$ cat src/rtl/dmbtb_pkg.sv
// Shared types and constants for the direct-mapped branch target buffer.
// No dependencies.
`timescale 1ns / 1ps

package dmbtb_pkg;

  localparam int unsigned PC_W       = 32;
  localparam int unsigned TARGET_W   = 32;
  localparam int unsigned CNT_W      = 32;
  localparam int unsigned ALIGN_BITS = 2;

  typedef enum logic {
    CmdLookup = 1'b0,
    CmdUpdate = 1'b1
  } cmd_e;

  // resolved request leaving the lookup stage
  typedef struct packed {
    logic strobe;
    logic is_update;
    logic upd_indirect;
    logic hit;
    logic ind_entry;
  } res_t;

endpackage

$ cat src/rtl/dmbtb_stats.sv
// Statistics counters and result register.
// Depends on dmbtb_pkg.
`timescale 1ns / 1ps

module dmbtb_stats (
  input  logic                           clk_i,
  input  logic                           rst_ni,
  input  dmbtb_pkg::res_t                res_i,
  input  logic [dmbtb_pkg::TARGET_W-1:0] target_i,
  output logic                           done_o,
  output logic                           hit_o,
  output logic [dmbtb_pkg::TARGET_W-1:0] stored_target_o,
  output logic                           indirect_entry_o,
  output logic [dmbtb_pkg::CNT_W-1:0]    access_count_o,
  output logic [dmbtb_pkg::CNT_W-1:0]    hit_count_o,
  output logic [dmbtb_pkg::CNT_W-1:0]    indirect_update_count_o,
  output logic [dmbtb_pkg::CNT_W-1:0]    indirect_hit_count_o
);

  logic                           done_q;
  logic                           hit_q;
  logic [dmbtb_pkg::TARGET_W-1:0] target_q;
  logic                           ind_entry_q;
  logic [dmbtb_pkg::CNT_W-1:0]    acc_q, acc_d;
  logic [dmbtb_pkg::CNT_W-1:0]    hits_q, hits_d;
  logic [dmbtb_pkg::CNT_W-1:0]    iupd_q, iupd_d;
  logic [dmbtb_pkg::CNT_W-1:0]    ihit_q, ihit_d;
  logic                           lookup;

  assign lookup = res_i.strobe & ~res_i.is_update;

  always_comb begin
    acc_d  = acc_q + dmbtb_pkg::CNT_W'(lookup);
    hits_d = hits_q + dmbtb_pkg::CNT_W'(lookup & res_i.hit);
    ihit_d = ihit_q + dmbtb_pkg::CNT_W'(lookup & res_i.hit & res_i.ind_entry);
    iupd_d = iupd_q
           + dmbtb_pkg::CNT_W'(res_i.strobe & res_i.is_update & res_i.upd_indirect);
  end

  always_ff @(posedge clk_i or negedge rst_ni) begin
    if (!rst_ni) begin
      done_q <= 1'b0;
      acc_q  <= '0;
      hits_q <= '0;
      iupd_q <= '0;
      ihit_q <= '0;
    end else begin
      done_q <= res_i.strobe;
      acc_q  <= acc_d;
      hits_q <= hits_d;
      iupd_q <= iupd_d;
      ihit_q <= ihit_d;
    end
  end

  always_ff @(posedge clk_i) begin
    hit_q       <= res_i.hit;
    target_q    <= target_i;
    ind_entry_q <= res_i.ind_entry;
  end

  assign done_o                  = done_q;
  assign hit_o                   = hit_q;
  assign stored_target_o         = target_q;
  assign indirect_entry_o        = ind_entry_q;
  assign access_count_o          = acc_q;
  assign hit_count_o             = hits_q;
  assign indirect_update_count_o = iupd_q;
  assign indirect_hit_count_o    = ihit_q;

endmodule

$ cat config.mk
export PLATFORM = sky130hd
export DESIGN_NAME = dmbtb_stats
export DESIGN_NICKNAME = d
export VERILOG_FILES = /design/src/rtl/dmbtb_pkg.sv /design/src/rtl/dmbtb_stats.sv
export SDC_FILE = /design/constraint.sdc
export NUM_CORES = 1
export LEC_CHECK = 0
export BUFFER_PORTS_ARGS = -buffer_cell sky130_fd_sc_hd__buf_2
export CAP_MARGIN = 20
export CORE_MARGIN = 4
export CORE_UTILIZATION = 48
export CTS_BUF_LIST = sky130_fd_sc_hd__clkbuf_2 sky130_fd_sc_hd__clkbuf_4 sky130_fd_sc_hd__clkbuf_8
export DETAILED_ROUTE_END_ITERATION = 10
export PLACE_DENSITY = 0.84
export SYNTH_ARGS = -nofsm -noshare
export SYNTH_HDL_FRONTEND = slang
export SYNTH_SLANG_ARGS = --single-unit
export TNS_END_PERCENT = 1
$ cat constraint.sdc
create_clock -name clk_i -period 1.9 [get_ports clk_i]
set_input_delay 0.19 -clock clk_i [delete_from_list [all_inputs] [get_ports clk_i]]
set_output_delay 0.19 -clock clk_i [all_outputs]
set_load 0.01 [all_outputs]
==> results.md <==
- Run status: completed
- Via count of the first global-routing pass: 5,290
- H-tree levels: 4
- Number of input and output port buffers inserted: 201
- Worst setup path class: reg2reg
- Capture instance of the worst register-to-register path: hit_count_o[24]
- Clock slew seen by the registers of the worst setup and hold paths: approximately 0.080 ns
- Area Growth Syn to Fin: 34.9%
- Number of ports placed on the die boundary: 202
- Leakage component of the power: 0.00450 uW
- Antenna-violating nets left: 0
- Synth unique cells: 26
- Synthesized area divided by synthesized cell count: about 12 sq um
- Post-synth top area share: 0.508
- Critical path cell sequence: nand4_2 > or4_4 > nor4_2 > xor2_1
- Worst-skew pair later-pin latency: 0.45 ns
- Count of TritonRoute iterations in the first routing pass: 4
- Starting utilization of the core area: 0.498
- Share of final-layout standard cells stronger than drive strength 1: 0.353
- Y dimension of the die: 123 um
- Destination of the critical timing path: hit_count_o[24]
- Antenna cell count: 0
- Maximum clock insertion buffer count: 2
- TritonCTS clock tree: built
- Global-route total usage across every layer: 0.222
- Number of filler instances in the final layout: 947
- Power per unit of standard cell area: 821 nW/um^2
- Number of failing hold endpoints at the final stage: 0
- Critical Path Stages: 4
- Class of the worst hold path: in2reg
- Worst r2r src: hit_count_o[10]
- Via Count: 5,065
- FF+latch area: 3910 sq um
- Number of standard-cell rows in the floorplan: a little over 40
- Share of the cycle needed by the critical path after routing: 0.953
- Reg2Reg Setup Slack: between 0.08 and 0.09 ns
- Worst path arrival time: about 2.2 ns
- Average detailed-routed wire length per instance: roughly 16 um
- Post-synthesis sequential area ratio: 0.615
- Clock sink total: 163
- Maximum number of pins on one net before global-route repair: 60
- CP bufs+invs: 0
- Max FO, Critical Path: 13
- Maximum clock frequency: 0.552 GHz
- Area of the die: approximately 15,000 sq um
- First-pass GRT wire length: 26,300 um
- Multi-input combinational cell area: around 2400 sq um
- Post-Route Setup TNS: 0 ns
- Largest stage delay, worst path: 0.67 ns
- Maximum clock skew at final layout: 0.00908 ns
- Max-capacitance violation count: 0
- Leading area contributor after synthesis: sky130_fd_sc_hd__dfrtp_1
- Post-layout min period: between 1.5 and 2 ns
- Placeable Area: between 10,000 and 15,000 sq um
- Kind of start point of the critical path: register
- Clock root buffer: sky130_fd_sc_hd__clkbuf_8
- Drc violations: 0
- Slowest stage cell, crit path: sky130_fd_sc_hd__or4_4
- Synthesis warning total: 0
- Peak ir drop on the vdd network: 0.538 mV
- Post-layout nets: 845
- Num CTS Buffers: 17
- Post-Synthesis Cell Area: between 6000 and 7000 sq um
- Post-Synthesis Cells: 515
- Worst hold slack after final layout: roughly 0.11 ns
- Post-Synthesis Net Count: 562
- Relative slew slack: 0.652
- Setup crit start: hit_count_o[10]
- Congestion Overflow GR: 0
- Final wirelength: 16,000 um
- Initial drt markers: 312
- CP delay by family, top: simple AND/OR/NAND/NOR gates
- Routability cong.: approximately 0.84
- Die width: between 100 and 150 um
- Number of pins with negative max-slew slack in the final report: 0
- Number of cell instances on the worst register-to-register path: 4
- Antenna violations before repair: 0
- Post-DR vias/cell: 5.15
- Post-DP Area: 7840 sq um
- Setup Buffers After CTS: 0
- Final setup violation count: 0
- Register bit total from synthesis: approximately 160
- Worst Tran Pin Value: roughly 0.52 ns
- Required time worst endpoint: 2.27 ns
- Half-perimeter wire length after placement: ~11,000 um
- Synth top area cells: sky130_fd_sc_hd__dfrtp_1 51%, sky130_fd_sc_hd__xnor2_1 11%, sky130_fd_sc_hd__dfxtp_1 11%
- Final design instance area without fill: 8580 sq um
- Kind of end point of the critical path: register
==> routing by layer <==
| metal | up-vias | share of wire | track usage |
|---|---|---|---|
| met4 | 0 | 0.018 | 0.0740 |
| met5 | - | 0 | 0 |
| met1 | 2500 | 0.40 | 0.276 |
| met3 | 25 | 0.075 | 0.0755 |
| li1 | 2365 | - | - |
| met2 | 175 | 0.50 | 0.364 |
==> synthesized netlist by cell type <==
cell type	number
sky130_fd_sc_hd__nor4_4	1
sky130_fd_sc_hd__nand3_2	2
sky130_fd_sc_hd__or4_4	1
sky130_fd_sc_hd__xnor2_1	79
sky130_fd_sc_hd__buf_1	1
sky130_fd_sc_hd__and4_1	10
sky130_fd_sc_hd__nand3_1	48
sky130_fd_sc_hd__ha_1	8
sky130_fd_sc_hd__xor2_1	41
sky130_fd_sc_hd__nor2b_1	1
sky130_fd_sc_hd__and3_2	1
sky130_fd_sc_hd__nand2_1	30
sky130_fd_sc_hd__dfrtp_1	129
sky130_fd_sc_hd__and2_1	4
sky130_fd_sc_hd__nor2_1	21
sky130_fd_sc_hd__nor4_2	8
sky130_fd_sc_hd__dfxtp_1	34
sky130_fd_sc_hd__nor4_1	5
sky130_fd_sc_hd__nand4_2	3
sky130_fd_sc_hd__and3_1	21
sky130_fd_sc_hd__nor3_1	13
sky130_fd_sc_hd__nand4b_1	2
sky130_fd_sc_hd__nand4_1	40
sky130_fd_sc_hd__inv_1	5
sky130_fd_sc_hd__clkbuf_1	6
sky130_fd_sc_hd__buf_6	1
==> cell usage in the layout, fill, tap and decap left out, drive strengths merged <==
cell type / instances
clkinv: 6
buf: 236
bufinv: 1
dfrtp: 129
nand2: 30
dfxtp: 34
xnor2: 79
nand3: 50
ha: 8
and3: 22
nand4: 43
nor3: 13
nor2b: 1
nand4b: 2
and2: 4
dlygate4sd3: 36
or4: 1
nor4: 14
nor2: 21
xor2: 41
clkbuf: 19
and4: 10
inv: 11
==> per-stage QoR <==
step           setup WS [ns]  cells   util  total power (uW)
2_1_floorplan        -0.0520    515      -              4240
3_3_place_gp          -0.102    915  0.614              4690
3_5_place_dp          -0.160    915  0.614              4730
4_1_cts               0.0211    983  0.670              7120
5_1_grt              -0.0164    983  0.672              7390
6_report              0.0890    983  0.672              7040
==> sequential cells by signal (all words and copies together) (netlist names) <==
register	flops
indirect_hit_count_o	32
hit_count_o	32
done_o	1
access_count_o	32
stored_target_o	32
indirect_update_count_o	32
indirect_entry_o	1
hit_o	1
==> worst min path at each step <==
stage                                       to  cells after the start  slack (ns)      from
detailed placement             hit_count_o[12]                      1        0.17    rst_ni
floorplan                    access_count_o[0]                      0       -0.11    rst_ni
finish                          hit_count_o[0]                      3        0.11  res_i[1]
CTS                             hit_count_o[0]                      3        0.09  res_i[1]
global route        indirect_update_count_o[0]                      3        0.09  res_i[2]
global placement               hit_count_o[15]                      1        0.17    rst_ni
==> worst reg2reg max path, cell delays in order, from the launching register on <==
cell and delay, ns:
sky130_fd_sc_hd__dfrtp_1 0.37, sky130_fd_sc_hd__nand4_2 0.16, sky130_fd_sc_hd__or4_4 0.67, sky130_fd_sc_hd__nor4_2 0.36
sky130_fd_sc_hd__xor2_1 0.19
==> cells by family after synthesis <==
kind of cell | after synthesis | share of synthesized area
xor gates and xnor gates | 120 | 0.165
adders and majority gates | 8 | 0.0157
buffers and inverters | 13 | 0.00885
DFF | 163 | 0.615
and+or+nand+nor | 211 | 0.196
==> cell type report <==
class	instances	share of cell area
well taps	172	0.0251
inverters	5	0.00219
clock inverters	13	0.0123
flip-flops and latches	163	0.456
clock buffers	19	0.0298
repair buffers	272	0.193
multi-input cells	339	0.283
==> power breakdown <==
group | switching, uW | leakage (uW) | internal [uW]
logic | 408 | 0.00225 | 349
registers | 262 | 0.00205 | 3690
clock network | 1260 | 0.000199 | 1080
total | 1930 | 0.00450 | 5120
==> timing repair <==
action	4_1_cts	5_1_grt
endpoints found under the setup margin	0	12
resized for setup	0	4
hold buffers	36	0
endpoints found under the hold margin	68	0
(Power assumes the default switching activity.)
